File: src/hdl/mctc_pkg.sv
`timescale 1ns / 1ps

package mctc_pkg;

  localparam logic [5:0] SECS_PER_MIN    = 6'd60;
  localparam logic [5:0] SETTING_TOP     = 6'd59;
  localparam logic [7:0] MIN_START_RESET = 8'd9;

  typedef enum logic [2:0] {
    OP_TICK       = 3'd0,
    OP_MIN_UP     = 3'd1,
    OP_MIN_DOWN   = 3'd2,
    OP_SEC_UP     = 3'd3,
    OP_SEC_DOWN   = 3'd4,
    OP_MODE       = 3'd5,
    OP_START_STOP = 3'd6,
    OP_DOOR       = 3'd7
  } opcode_t;

  typedef struct packed {
    opcode_t opcode;
    logic    door_closed;
  } item_t;

  typedef struct packed {
    logic [5:0] minutes_shown;
    logic [5:0] seconds_shown;
    logic [5:0] set_minutes;
    logic [5:0] set_seconds;
    logic       grill_on;
    logic       micro_on;
    logic       lamp_on;
    logic       buzzer_on;
    logic       active;
    logic       grill_mode;
    logic       start_error;
  } result_t;

  // settings above the top wrap to zero, otherwise count up
  function automatic logic [5:0] bump_up(input logic [5:0] v);
    logic [5:0] r;
    r = (v > SETTING_TOP) ? 6'd0 : v + 6'd1;
    return r;
  endfunction

  // saturate at zero
  function automatic logic [5:0] bump_down(input logic [5:0] v);
    logic [5:0] r;
    r = (v == 6'd0) ? 6'd0 : v - 6'd1;
    return r;
  endfunction

endpackage

File: src/hdl/mctc_in_stage.sv
`timescale 1ns / 1ps

module mctc_in_stage (
  input  logic            clk,
  input  logic            rst_n,
  input  logic            in_valid,
  output logic            in_stall,
  input  mctc_pkg::item_t in_item,
  input  logic            take,
  output logic            vld,
  output mctc_pkg::item_t item
);
  import mctc_pkg::*;

  logic  vld_r;
  logic  vld_nxt;
  item_t item_r;
  logic  accept;

  assign in_stall = vld_r && !take;
  assign accept   = in_valid && !in_stall;

  always_comb begin
    vld_nxt = vld_r;
    if (accept) begin
      vld_nxt = 1'b1;
    end else if (take) begin
      vld_nxt = 1'b0;
    end
  end

  always_ff @(posedge clk) begin
    if (!rst_n) begin
      vld_r <= 1'b0;
    end else begin
      vld_r <= vld_nxt;
    end
  end

  // payload only
  always_ff @(posedge clk) begin
    if (accept) begin
      item_r <= in_item;
    end
  end

  assign vld  = vld_r;
  assign item = item_r;

endmodule

File: src/hdl/mctc_core.sv
`timescale 1ns / 1ps

module mctc_core (
  input  logic              clk,
  input  logic              rst_n,
  input  logic              vld,
  input  mctc_pkg::item_t   item,
  input  logic [7:0]        min_start,
  input  logic              out_stall,
  output logic              take,
  output logic              out_valid,
  output mctc_pkg::result_t res
);
  import mctc_pkg::*;

  result_t    res_r, res_nxt;
  logic       toggle_r, toggle_nxt;
  logic       counting_r, counting_nxt;
  logic       door_r, door_nxt;
  logic       out_vld_r;
  logic [11:0] m_ext;
  logic [11:0] s_ext;
  logic [11:0] total;
  logic        upd;

  assign take = !out_vld_r || !out_stall;
  assign upd  = take && vld;

  // minutes*60 + seconds as two shifts
  assign m_ext = {6'd0, res_r.set_minutes};
  assign s_ext = {6'd0, res_r.set_seconds};
  assign total = (m_ext << 6) - (m_ext << 2) + s_ext;

  always_comb begin
    res_nxt      = res_r;
    toggle_nxt   = toggle_r;
    counting_nxt = counting_r;
    door_nxt     = door_r;
    case (item.opcode)
      OP_TICK: begin
        if (counting_r) begin
          if (res_r.seconds_shown != 6'd0) begin
            res_nxt.seconds_shown = res_r.seconds_shown - 6'd1;
          end else if (res_r.minutes_shown != 6'd0) begin
            res_nxt.minutes_shown = res_r.minutes_shown - 6'd1;
            res_nxt.seconds_shown = SETTING_TOP;
          end
          if (res_nxt.minutes_shown == 6'd0 && res_nxt.seconds_shown == 6'd0) begin
            counting_nxt      = 1'b0;
            res_nxt.active    = 1'b0;
            res_nxt.grill_on  = 1'b0;
            res_nxt.micro_on  = 1'b0;
            res_nxt.lamp_on   = 1'b1;
            res_nxt.buzzer_on = 1'b1;
          end
        end
      end
      OP_MIN_UP:   res_nxt.set_minutes = bump_up(res_r.set_minutes);
      OP_MIN_DOWN: res_nxt.set_minutes = bump_down(res_r.set_minutes);
      OP_SEC_UP:   res_nxt.set_seconds = bump_up(res_r.set_seconds);
      OP_SEC_DOWN: res_nxt.set_seconds = bump_down(res_r.set_seconds);
      OP_MODE: begin
        if (!res_r.active) begin
          res_nxt.grill_mode = !res_r.grill_mode;
        end
      end
      OP_START_STOP: begin
        toggle_nxt = !toggle_r;
        if (!toggle_r) begin
          res_nxt.active = 1'b1;
          // a seconds setting of 60 carries into the minutes
          if (res_r.set_seconds == SECS_PER_MIN) begin
            res_nxt.minutes_shown = res_r.set_minutes + 6'd1;
            res_nxt.seconds_shown = 6'd0;
          end else begin
            res_nxt.minutes_shown = res_r.set_minutes;
            res_nxt.seconds_shown = res_r.set_seconds;
          end
          if (total <= {4'd0, min_start}) begin
            res_nxt.start_error = 1'b1;
          end else begin
            res_nxt.start_error = 1'b0;
            if (door_r) begin
              counting_nxt     = 1'b1;
              res_nxt.grill_on = res_r.grill_mode;
              res_nxt.micro_on = !res_r.grill_mode;
            end
          end
        end else begin
          res_nxt.set_minutes   = 6'd0;
          res_nxt.set_seconds   = 6'd0;
          res_nxt.minutes_shown = 6'd0;
          res_nxt.seconds_shown = 6'd0;
          counting_nxt          = 1'b0;
          res_nxt.active        = 1'b0;
          res_nxt.grill_on      = 1'b0;
          res_nxt.micro_on      = 1'b0;
          res_nxt.start_error   = 1'b0;
        end
      end
      OP_DOOR: begin
        door_nxt = item.door_closed;
        if (item.door_closed) begin
          res_nxt.lamp_on = 1'b1;
        end else if (res_r.active) begin
          counting_nxt      = 1'b0;
          res_nxt.grill_on  = 1'b0;
          res_nxt.micro_on  = 1'b0;
          res_nxt.buzzer_on = 1'b1;
        end else begin
          res_nxt.buzzer_on = 1'b0;
        end
      end
      default: res_nxt = res_r;
    endcase
  end

  // state doubles as the result register: it only moves when a result is taken
  always_ff @(posedge clk) begin
    if (!rst_n) begin
      res_r      <= '0;
      toggle_r   <= 1'b0;
      counting_r <= 1'b0;
      door_r     <= 1'b0;
      out_vld_r  <= 1'b0;
    end else begin
      if (take) begin
        out_vld_r <= vld;
      end
      if (upd) begin
        res_r      <= res_nxt;
        toggle_r   <= toggle_nxt;
        counting_r <= counting_nxt;
        door_r     <= door_nxt;
      end
    end
  end

  assign out_valid = out_vld_r;
  assign res       = res_r;

endmodule

File: src/hdl/microwave_cook_timer_controller.sv
`timescale 1ns / 1ps

// microwave oven cook timer controller
// input channel: in_valid / in_stall with in_opcode and in_door_closed; one
//   event per item (tick, minute/second up/down, mode, start/stop, door level)
// result channel: out_valid / out_stall; each item yields exactly one result
//   showing the display, the settings and all drives after that event
// config: cfg_wr_en / cfg_wr_data write the minimum start time (reset 9);
//   write only while no item is in flight
// path: an accepted item goes through the input register, then the result register, to out_*
// throughput: one item per cycle while no result is stalled; the input and result
//   registers form a two-stage pipeline, the state update is a single pass of logic
// stall: while out_stall holds a result, the result and all timer state hold;
//   at most one more item is taken into the input register, then in_stall rises
// reset (rst_n low, synchronous): settings, timer, drives and mode clear,
//   both stages empty, threshold back to 9
module microwave_cook_timer_controller (
  input  logic       clk,
  input  logic       rst_n,
  input  logic       cfg_wr_en,
  input  logic [7:0] cfg_wr_data,
  input  logic       in_valid,
  output logic       in_stall,
  input  logic [2:0] in_opcode,
  input  logic       in_door_closed,
  output logic       out_valid,
  input  logic       out_stall,
  output logic [5:0] out_minutes_shown,
  output logic [5:0] out_seconds_shown,
  output logic [5:0] out_set_minutes,
  output logic [5:0] out_set_seconds,
  output logic       out_grill_on,
  output logic       out_micro_on,
  output logic       out_lamp_on,
  output logic       out_buzzer_on,
  output logic       out_active,
  output logic       out_grill_mode,
  output logic       out_start_error
);
  import mctc_pkg::*;

  logic [7:0] min_start_r;
  item_t      in_item;
  item_t      item;
  logic       vld;
  logic       take;
  result_t    res;

  // start threshold register
  always_ff @(posedge clk) begin
    if (!rst_n) begin
      min_start_r <= MIN_START_RESET;
    end else if (cfg_wr_en) begin
      min_start_r <= cfg_wr_data;
    end
  end

  assign in_item.opcode      = opcode_t'(in_opcode);
  assign in_item.door_closed = in_door_closed;

  // stage one: input register
  mctc_in_stage u_in (
    .clk      (clk),
    .rst_n    (rst_n),
    .in_valid (in_valid),
    .in_stall (in_stall),
    .in_item  (in_item),
    .take     (take),
    .vld      (vld),
    .item     (item)
  );

  // stage two: event decode, timer state and result register
  mctc_core u_core (
    .clk       (clk),
    .rst_n     (rst_n),
    .vld       (vld),
    .item      (item),
    .min_start (min_start_r),
    .out_stall (out_stall),
    .take      (take),
    .out_valid (out_valid),
    .res       (res)
  );

  assign out_minutes_shown = res.minutes_shown;
  assign out_seconds_shown = res.seconds_shown;
  assign out_set_minutes   = res.set_minutes;
  assign out_set_seconds   = res.set_seconds;
  assign out_grill_on      = res.grill_on;
  assign out_micro_on      = res.micro_on;
  assign out_lamp_on       = res.lamp_on;
  assign out_buzzer_on     = res.buzzer_on;
  assign out_active        = res.active;
  assign out_grill_mode    = res.grill_mode;
  assign out_start_error   = res.start_error;

endmodule

File: config.mk
export PLATFORM = sky130hd
export DESIGN_NAME = microwave_cook_timer_controller
export DESIGN_NICKNAME = d
export VERILOG_FILES = /design/src/hdl/mctc_pkg.sv /design/src/hdl/mctc_in_stage.sv /design/src/hdl/mctc_core.sv /design/src/hdl/microwave_cook_timer_controller.sv
export SDC_FILE = /design/constraint.sdc
export NUM_CORES = 1
export LEC_CHECK = 0
export BUFFER_PORTS_ARGS = -buffer_cell sky130_fd_sc_hd__buf_2
export CORE_ASPECT_RATIO = 0.9
export CORE_UTILIZATION = 35
export DETAILED_ROUTE_END_ITERATION = 7
export MAX_ROUTING_LAYER = met4
export PLACE_DENSITY_LB_ADDON = 0.12
export SLEW_MARGIN = 20
export SYNTH_ARGS = -nofsm -noshare
export SYNTH_HDL_FRONTEND = slang
export SYNTH_SLANG_ARGS = --single-unit
File: constraint.sdc
create_clock -name clk -period 3.5 [get_ports clk]
set_input_delay 0.525 -clock clk [delete_from_list [all_inputs] [get_ports clk]]
set_output_delay 0.525 -clock clk [all_outputs]
set_load 0.05 [all_outputs]
== Word-level counts from Yosys, hierarchy flattened ==
Index checks and enable logic that the tools add are counted.

* $add $sub $neg: 8
* Magnitude comparators: 3
* Equality and inequality tests: 16
* Multiplexer cells: 44
* Bitwise operators: 1
* Reduce and logical (&&, ||, !) cells: 35

{| class="wikitable"
|+ Operators by type and width
! cell !! count
|-
| 2-to-1 mux 12 bit || 5
|-
| 2-to-1 mux 6 bit || 10
|-
| case mux 6 bit (3 select lines) || 2
|-
| zero test 6 bit || 4
|-
| case mux 12 bit (2 select lines) || 1
|-
| subtractor 6 x 1 -> 6 bit (second input constant) || 4
|-
| 2-to-1 mux 1 bit || 15
|-
| adder 12 x 6 -> 12 bit || 1
|-
| adder 6 x 1 -> 6 bit (second input constant) || 2
|-
| equality test 3 bit (second input constant) || 4
|-
| greater-than comparator 6 bit (second input constant) || 2
|-
| less-or-equal comparator 12 x 8 -> 1 bit || 1
|-
| AND reduction 3 bit || 4
|-
| nonzero test 6 bit || 2
|-
| subtractor 12 x 8 -> 12 bit || 1
|-
| 2-to-1 mux 2 bit || 5
|-
| 2-to-1 mux 5 bit || 2
|-
| AND reduction 5 bit || 2
|-
| nonzero test 3 bit || 3
|-
| inequality test 2 x 1 -> 1 bit (second input constant) || 4
|-
| AND reduction 8 bit || 1
|-
| equality test 3 x 2 -> 1 bit (second input constant) || 2
|-
| equality test 6 bit (second input constant) || 1
|-
| zero test 1 bit || 6
|-
| 16 further kinds || 23
|}

* Register bits after elaboration: 48
* Input bits: 17
* Output and inout bits: 33

== Depth between registers and ports, before layout ==
Gate-level depths: netlist of the first run.

* Depth in word-level cells: 10
* Depth in mapped cells: 16
* Depth with buffers taken out: 15

== By module ==
From an unflattened synthesis of the first run, not the netlist that was laid out.

* Cell total of the unflattened synthesis: 435
* Area total of the unflattened synthesis: 3392.0 um2

{| class="wikitable"
|+ Modules (own cells, without submodules)
! module !! times used !! cells each !! area each (um2) !! seq. area each (um2)
|-
| mctc_core || 1 || 402 || 2927.8 || 700.7
|-
| microwave_cook_timer_controller || 1 || 25 || 296.5 || 160.2
|-
| mctc_in_stage || 1 || 8 || 167.7 || 140.1
|}

== Worst setup path after synthesis of the first run ==
No wires, ideal clock.

* Path kind: reg2reg
* Start point: register u_core.res_r, in the netlist u_core.res[16]
* End point: register u_core.res_r, in the netlist u_core.res[5]
* Library setup time: 145 ps
* Arrival: 3257 ps
* Data required time: 3355 ps
* Setup slack: 98 ps
* Stages on the path, launching flop included: 16
* Clock period less this slack: 3402 ps
* Cell sequence: dfxtp_1 clkbuf_1 inv_1 ha_1 or3_1 o22ai_1 inv_1 a21oi_1 xnor2_1 ha_1 nand4_1 a221o_1 o2111ai_1 a21oi_1 nor2b_1 o32ai_2

* Longest elaborated chain between the ends: 5

{| class="wikitable"
|+ Ends and longest elaborated chain
! item !! RTL line !! text
|-
| from (decl) || mctc_core.sv:16 || <nowiki>result_t res_r, res_nxt;</nowiki>
|-
| from (signal assigned) || mctc_core.sv:131 || <nowiki>res_r <= res_nxt;</nowiki>
|-
| subtractor 12 x 8 -> 12 bit || mctc_core.sv:32 || <nowiki>assign total = (m_ext << 6) - (m_ext << 2) + s_ext;</nowiki>
|-
| adder 12 x 6 -> 12 bit || mctc_core.sv:32 ||
|-
| less-or-equal comparator 12 x 8 -> 1 bit || mctc_core.sv:79 || <nowiki>if (total <= {4'd0, min_start}) begin</nowiki>
|-
| inequality test 3 x 2 -> 1 bit (no line) || - ||
|-
| AND reduction 8 bit (no line) || - ||
|}

No other way between the ends.
A chain may end at the register's enable or synchronous reset.

== Final worst setup path of the first run ==
* Start point: register u_core.res_r, in the netlist u_core.res[14]
* End point: register u_core.res_r, in the netlist u_core.res[5]

The elaborated chain is that of the path after synthesis.

==> flow_metrics.tcl, run 1 <==
set metrics [dict create \
    ys_async_sr_fraction 0 \
    power_frac_seq 0.465 \
    max_cap_violations 0 \
    dr.pass1.iters 5 \
    crit_type "flip-flop to flip-flop" \
    antenna_found_initial 0 \
    crit_arrival_ns 3.31 \
    startpoint_type "flip-flop" \
    fin_crit_sh 0.8905 \
    syn_avg_cell_area_um2 7.626 \
    fin_worst_skew_ns 0.01159 \
    slew_violations 0 \
    synth_area_um2 3371 \
    numCtsBuffers 5 \
    die_area_um2 10030 \
    syn_to_final_growth_pct 15.55 \
    path_delay_family "compound AO/OA/AOI/OAI gates" \
    cts_tree "done" \
    dp_hpwl_um 7188 \
    cts_hold_buf 0 \
    clock_latency_ns 0.31 \
    clockBufferDepth 2 \
    synth_edf_count 4 \
    grt-ovfl-total 0 \
    p_int_uw 876.5 \
    pwr_density_cell_nw_per_um2 324.3 \
    end_kind "flip-flop" \
    grt_setup_unrepaired "no" \
    rows 33 \
    cp_slowest_stage_delay_ns 0.43 \
    synth_area_leaders "dfxtp_1 26%, ha_1 8.5%, a21oi_1 6.1%" \
    worstMarginPinSlew_ns 0.8175 \
    total_power_uw 1263 \
    final_net_count 529 \
    crit_slowest_cell "dfxtp_2" \
    synth.distinct_cells 60 \
    fin_cells 612 \
    status "complete, no violations" \
    first_global_vias 3074 \
    io_buffers 49 \
    power_leakage_uw 0.001588 \
    cts.clk_slew.worst_paths_ns 0.11 \
    met2_wirelength_um 4262 \
    cp.required_ns 3.69 \
    num_vias 3406 \
    gp_congestion 0.8674 \
    fin_crit_ns 3.117 \
    cts.sinks 48 \
    core_area_um2 9249 \
    die_y_um 95.10 \
    cp_max_fo 9 \
    routed.top_layer "met4" \
    synth_seq_cells 48 \
    postRouteAntennaNets 0 \
    path_cells "inv_1, ha_1, or3_1, o22ai_1, inv_1, a21oi_1, xnor2_1, ha_1, nand4_1, a221o_1, o2111ai_1, a21oi_1, nor2b_1, o32ai_2" \
    ys_seq_area_frac 0.2970 \
    dp.cells 604 \
    synth_flop_cell "dfxtp_1" \
    slew_headroom 0.4513 \
    drt-met1-wl_um 4833 \
    path_buf_inv 2 \
    synth_cells 442 \
    syn_nets 482 \
    grt_pass1_wl_um 15600 \
    ir_drop_mv 0.1453 \
    p_sw_uw 386.7 \
    combinationalPowerShare 0.202 \
    setup_viol 0 \
    vias_per_cell 5.565 \
    final_hold_viol_count 0 \
    htree_levels 2 \
    grt_max_degree 25 \
    yosys.area.top_type "dfxtp_1" \
    timing.hold.ws_ns 0.3858 \
    ctsResizeCount 0 \
    netlist.area_leader.share 0.2613 \
    drive_gt1_frac 0.1612 \
    drcViolationCount 0 \
    fin_setup_tns_ns 0 \
    ys_warn_count 0 \
    max_freq_mhz 320.9 \
    power_switching_share 0.3061 \
    ios 50 \
    post_drt_wl_per_cell_um 15.76 \
    cts-root-buf "clkbuf_8" \
    num_antenna_cells 0 \
    power_frac_clock 0.333 \
    post_cts_buffers 0 \
    wl_met3_um 460 \
    hold_class "input pin to flip-flop" \
    wirelength_um 9644 \
    initial_utilization 0.3644 \
    grt_usage 0.2029 \
    die_w_um 105.4 \
    drt_iter0_drc 204 \
]
[flip-flops by register name (all words and copies together) (netlist names)]
register,flops
u_in.vld,1
u_core.res,31
u_in.item,4
u_core.door_r,1
u_core.counting_r,1
u_core.out_valid,1
u_core.toggle_r,1
min_start_r,8
[path summary, 6_finish.rpt]
kind | start | end | slack, ns | cells past startpoint
setup / recovery | u_core.res[14] | u_core.res[5] | 0.38 | 14
hold / removal | in_opcode[2] | u_in.item[3] | 0.39 | 1
setup reg to reg | u_core.res[14] | u_core.res[5] | 0.38 | 14
hold reg to reg | u_core.res[4] | u_core.res[4] | 0.48 | 2
[power by group through the flow]
stage | logic, uW | registers, uW | clock network [uW]
2_1_floorplan | 171 | 614 | 0
3_3_place_gp | 253 | 600 | 0
6_report | 255 | 588 | 421
3_5_place_dp | 253 | 600 | 0
5_1_grt | 285 | 591 | 449
4_1_cts | 255 | 588 | 434
[layout make-up]
cell class                 count  area (um2)
fill                        1014        5354
multi-input combinational    343        2177
sequential                    48        1002
timing repair buffer          62       342.8
tap                          122       152.6
inverter                      29       108.9
clock buffer                   5       68.82
clock inverter                 3       42.54
[stage by stage]
stage               setup slack (ns)  cell area, um2    util
global placement              0.3870            3782  0.4090
global route                  0.1366            3895  0.4211
detailed placement            0.2782            3782  0.4090
finish                        0.3834            3895  0.4211
CTS                           0.2466            3894  0.4210
floorplan                    0.09825            3371       -
[metal layers]
layer | up-vias | track usage
li1 | 1709 | -
met1 | 1576 | 0.2791
met2 | 110 | 0.3218
met3 | 11 | 0.02529
met4 | 0 | 0.03756
met5 | - | -
[placed cells by master, fill, tap and decap left out, types with 2 or more instances in the layout]
cell type  synthesis  layout
a221oi_1           7       7
nor3_1            17      17
o22ai_1            8       8
nand2b_1           3       3
a21boi_0           2       2
clkbuf_8           0       5
dfxtp_1           44      43
a31oi_1            5       5
and3_1             3       3
a311oi_1           2       2
or3_1              6       6
nor4_1             4       4
nand2_1           37      37
a211o_1            2       2
o21a_1             4       4
buf_2              1      49
nor2_1            45      45
xnor2_1           11      11
a311o_1            2       2
a22oi_1            4       4
mux2i_1            8       8
nand3_1           13      13
and2_1             9       9
o21ai_0           36      36
ha_1              23      23
a41oi_1            3       3
a21oi_1           41      41
buf_4              0      13
edfxtp_1           4       4
nand4_1            6       6
mux2_2             2       2
nor2b_1            6       6
a211oi_1           9       9
inv_1             28      28
[Yosys cell counts (all sizes together) (8+ instances only)]
cell type,n
inv,28
ha,23
o21ai,37
o22ai,8
a21oi,41
clkbuf,20
and2,9
mux2i,8
a211oi,10
xnor2,11
nor2,45
nor3,17
nand2,37
nand3,13
dfxtp,44
[cell families after synthesis]
kind of cell,synth area share
mux,0.03044
buf+inv,0.05716
xor+xnor,0.03118
fa+ha+maj,0.08538
flops,0.2970
compound gates,0.2617
simple gates,0.2372
Note: power is estimated with default switching activity, not from simulation.
==> run 2: changes to the inputs <==
==> constraint.sdc (replaced) <==
create_clock -name clk -period 2.9 [get_ports clk]
set_input_delay 0.435 -clock clk [delete_from_list [all_inputs] [get_ports clk]]
set_output_delay 0.435 -clock clk [all_outputs]
set_load 0.05 [all_outputs]
==> flow_metrics.tcl, run 2 (same netlist as run 1, synthesis figures left out) <==
set metrics [dict create \
    dp_hpwl_um 7294 \
    num_vias 3459 \
    final_net_count 545 \
    io_buffers 49 \
    clockBufferDepth 2 \
    status "complete, no violations" \
    cp.required_ns 3.13 \
    die_area_um2 10030 \
    final_hold_viol_count 0 \
    setup_viol 0 \
    final_core_util 0.4501 \
    largest_reg_flops 31 \
    rows 33 \
    startpoint_type "flip-flop" \
    postRouteAntennaNets 0 \
    wirelength_um 9822 \
    cts.sinks 48 \
    worstMarginPinSlew_ns 0.7069 \
    hold_class "input pin to flip-flop" \
    antenna_found_initial 0 \
    fin_cells 628 \
    end_kind "flip-flop" \
    grt_max_degree 34 \
    cp_max_fo 8 \
    first_global_vias 3161 \
    design_area_um2 4163 \
    vias_per_cell 5.508 \
    cts_hold_buf 0 \
    numCtsBuffers 5 \
    clock_latency_ns 0.31 \
    cts.clk_slew.worst_paths_ns 0.10 \
    gp_congestion 0.8961 \
    drive_gt1_frac 0.2312 \
    die_w_um 105.4 \
    ios 50 \
    syn_to_final_growth_pct 23.50 \
    max_cap_violations 0 \
    post_drt_wl_per_cell_um 15.64 \
    num_antenna_cells 0 \
    slew_headroom 0.5255 \
    htree_levels 2 \
    slew_violations 0 \
    ir_drop_mv 0.1993 \
    final_cell_mix "49 x buf_2, 44 x nor2_1, 38 x a21oi_1, 37 x nand2_1, 36 x dfxtp_1" \
    grt_usage 0.2049 \
    initial_utilization 0.3644 \
    die_y_um 95.10 \
    cts-root-buf "clkbuf_8" \
    drt_iter0_drc 210 \
    max_freq_mhz 353.7 \
    grt-ovfl-total 0 \
    pwr_density_cell_nw_per_um2 375.7 \
    power_leakage_uw 0.001714 \
    fillCellCount 981 \
    drcViolationCount 0 \
    grt_setup_unrepaired "yes" \
    final_common_cell "buf_2" \
    fin_worst_skew_ns 0.007596 \
    dp.cells 616 \
    placed_area_um2 3911 \
    dr.pass1.iters 4 \
    grt_pass1_wl_um 15780 \
    core_area_um2 9249 \
    fin_crit_sh 0.9750 \
    crit_type "flip-flop to flip-flop" \
    cts_tree "done" \
    crit_arrival_ns 3.05 \
    fin_crit_ns 2.827 \
]
-- run 2: worst paths after layout --
check	endpoint	cells after the start	startpoint	slack, ns
worst min-delay path	u_in.item[3]	1	in_opcode[2]	0.30
worst max-delay path	u_core.res[5]	9	u_core.res[19]	0.07
worst max register to register	u_core.res[5]	9	u_core.res[19]	0.07
worst min register to register	u_core.res[6]	2	u_core.res[6]	0.47
-- run 2: area by class of cell --
type	count	area, um2	share of cell area
Clock buffer	5	68.82	0.01653
Clock inverter	3	42.54	0.01022
Sequential cell	48	1023	0.2459
Multi-Input combinational cell	343	2292	0.5506
Tap cell	122	152.6	0.03667
Inverter	29	111.4	0.02675
Timing Repair Buffer	78	471.7	0.1133
-- run 2: critical path: stages, from the launching register on --
cell and delay (ns):
dfxtp_4 0.39, inv_1 0.06, ha_1 0.24, nor2b_1 0.15
or4b_1 0.51, o211a_1 0.12, or4_4 0.59, a211oi_4 0.31
nand4_4 0.15, o32ai_2 0.22
-- run 2: layer usage --
metal | vias up | global-route usage | part of all wire
met1 | 1600 | 0.2813 | 0.49
li1 | 1744 | - | -
met3 | 6 | 0.02666 | 0.053
met5 | - | - | 0
met4 | 0 | 0.04930 | 0.0075
met2 | 109 | 0.3196 | 0.45
-- run 2: where the power goes --
group | switching [uW] | internal [uW]
Clock | 250 | 256
Combinational | 214 | 143
Sequential | 18.7 | 683
Total | 482 | 1080
-- run 2: per-stage QoR --
stage	setup WS [ns]	TNS [ns]	total power [uW]	hold slack (ns)
after CTS	0.01564	0	1550	0.2859
after detailed placement	0.03373	0	1039	0.4615
after global placement	0.1436	0	1039	0.4499
final	0.07264	0	1564	0.2965
after floorplan	0.0002416	0	950.6	0.4460
after global routing	-0.06447	-0.1145	1643	0.2868
-- run 2: repair_timing --
action / in CTS / in global routing
buffers inserted: 0 / 4
setup endpoints to repair: 0 / 4
gates resized for setup: 0 / 23
==> run 3: changes to the inputs <==
--- a/config.mk
+++ b/config.mk
@@ -7,7 +7,7 @@
 export LEC_CHECK = 0
 export BUFFER_PORTS_ARGS = -buffer_cell sky130_fd_sc_hd__buf_2
 export CORE_ASPECT_RATIO = 0.9
-export CORE_UTILIZATION = 35
+export CORE_UTILIZATION = 46
 export DETAILED_ROUTE_END_ITERATION = 7
 export MAX_ROUTING_LAYER = met4
 export PLACE_DENSITY_LB_ADDON = 0.12
==> flow_metrics.tcl, run 3 (same netlist as run 1, synthesis figures left out) <==
set metrics [dict create \
    status "finished with violations" \
    failed_checks "design-rule violations" \
    cts.clk_slew.worst_paths_ns 0.10 \
    final_common_cell "buf_2" \
    antenna_found_initial 0 \
    grt_usage 0.2615 \
    drcViolationCount 1 \
    final_core_util 0.5839 \
    initial_utilization 0.4764 \
    die_area_um2 7674 \
    final_hold_viol_count 0 \
    num_vias 3575 \
    drive_gt1_frac 0.2332 \
    max_freq_mhz 348.0 \
    end_kind "flip-flop" \
    cp_max_fo 5 \
    cts_tree "done" \
    ios 50 \
    final_cell_mix "49 x buf_2, 45 x nor2_1, 38 x a21oi_1, 37 x nand2_1, 36 x dfxtp_1" \
    cp.required_ns 3.12 \
    cts-root-buf "clkbuf_8" \
    wirelength_um 9740 \
    vias_per_cell 5.968 \
    grt_setup_unrepaired "yes" \
    pwr_density_cell_nw_per_um2 399.9 \
    crit_arrival_ns 3.10 \
    numCtsBuffers 5 \
    power_leakage_uw 0.001698 \
    post_drt_wl_per_cell_um 16.26 \
    dp_hpwl_um 7106 \
    die_w_um 92.23 \
    crit_slowest_cell "dfxtp_4" \
    first_global_vias 3222 \
    cp_slowest_stage_delay_ns 0.39 \
    syn_to_final_growth_pct 22.57 \
    final_net_count 545 \
    grt_pass1_wl_um 15660 \
    max_cap_violations 0 \
    fin_worst_skew_ns 0.005787 \
    cts.sinks 48 \
    fillCellCount 664 \
    postRouteAntennaNets 0 \
    slew_headroom 0.5579 \
    fin_crit_ns 2.874 \
    rows 29 \
    num_antenna_cells 0 \
    path_cells "inv_4, ha_4, or3_4, o22ai_4, inv_2, a21oi_2, xnor2_1, ha_1, nand4_1, a221o_1, o2111ai_4, nand4_4, o32ai_2" \
    core_area_um2 7076 \
    clock_latency_ns 0.31 \
    drt_iter0_drc 171 \
    die_y_um 83.21 \
    htree_levels 2 \
    ir_drop_mv 0.2464 \
    io_buffers 49 \
    fin_crit_sh 0.9909 \
    hold_class "input pin to flip-flop" \
    startpoint_type "flip-flop" \
    crit_type "flip-flop to flip-flop" \
    grt_max_degree 23 \
    slew_violations 0 \
    largest_reg_flops 31 \
    setup_viol 0 \
    timing.hold.ws_ns 0.2937 \
    clockBufferDepth 2 \
    worstMarginPinSlew_ns 0.6587 \
    dr.pass1.iters 7 \
    gp_congestion 0.9029 \
    grt-ovfl-total 0 \
]
## run 3: cell types whose count changed in the layout (fill, tap and decap cells not counted), sizes merged
cell	delta
buf	+1
inv	+1
bufinv	+1
dlymetal6s2s	-1
clkinv	-1
clkinvlp	-1
## run 3: final cells by class
| cell class | count | area [um2] | share of cell area |
|---|---|---|---|
| inverter | 29 | 111.4 | 0.02695 |
| clock inverter | 3 | 68.82 | 0.01666 |
| tap | 93 | 116.4 | 0.02816 |
| timing repair buffer | 78 | 462.9 | 0.1121 |
| clock buffer | 5 | 68.82 | 0.01666 |
| sequential | 48 | 1026 | 0.2483 |
| multi-input combinational | 343 | 2277 | 0.5512 |
## run 3: critical path, delay by kind of cell (launching register included)
kind	cells	cell delay, ns
compound gates	5	1.07
simple gates	3	0.66
fa+ha+maj	2	0.48
flops	1	0.39
buf+inv	2	0.10
xor+xnor	1	0.09
## run 3: timing repair
item | CTS | global route
hold buffers | 0 | 0
setup buffers | 0 | 5
resized for setup | 0 | 21
setup endpoints to repair | 0 | 4
## run 3: per-layer routing
metal | up-vias | part of all wire | track usage
li1 | 1743 | - | -
met5 | - | 0 | -
met2 | 144 | 0.45 | 0.3881
met1 | 1675 | 0.47 | 0.3638
met3 | 13 | 0.063 | 0.04212
met4 | 0 | 0.017 | 0.07955
## run 3: report_power, final
| part | leakage (uW) | switching [uW] | internal [uW] |
|---|---|---|---|
| combinational | 0.00123 | 212 | 137 |
| sequential | 0.000402 | 18.8 | 682 |
| clock | 0.0000687 | 254 | 347 |
## run 3: worst paths after layout
path / startpoint / endpoint / slack, ns / cells after the start
setup / recovery: u_core.res[16] / u_core.res[5] / 0.03 / 13
hold / removal: in_opcode[1] / u_in.item[2] / 0.29 / 1
setup reg to reg: u_core.res[16] / u_core.res[5] / 0.03 / 13
hold reg to reg: u_core.res[4] / u_core.res[4] / 0.48 / 2
## run 3: through the flow
| step | area, um2 | worst slack [ns] | total power [uW] | std cells | TNS [ns] |
|---|---|---|---|---|---|
| 2_1_floorplan | 3420 | 0.0002416 | 950.6 | 442 | 0 |
| 3_3_place_gp | 3867 | 0.1557 | 1031 | 586 | 0 |
| 3_5_place_dp | 3867 | 0.03232 | 1037 | 586 | 0 |
| 4_1_cts | 4005 | 0.006516 | 1642 | 594 | 0 |
| 5_1_grt | 4131 | -0.06785 | 1731 | 599 | -0.07621 |
| 6_report | 4131 | 0.02643 | 1652 | 599 | 0 |
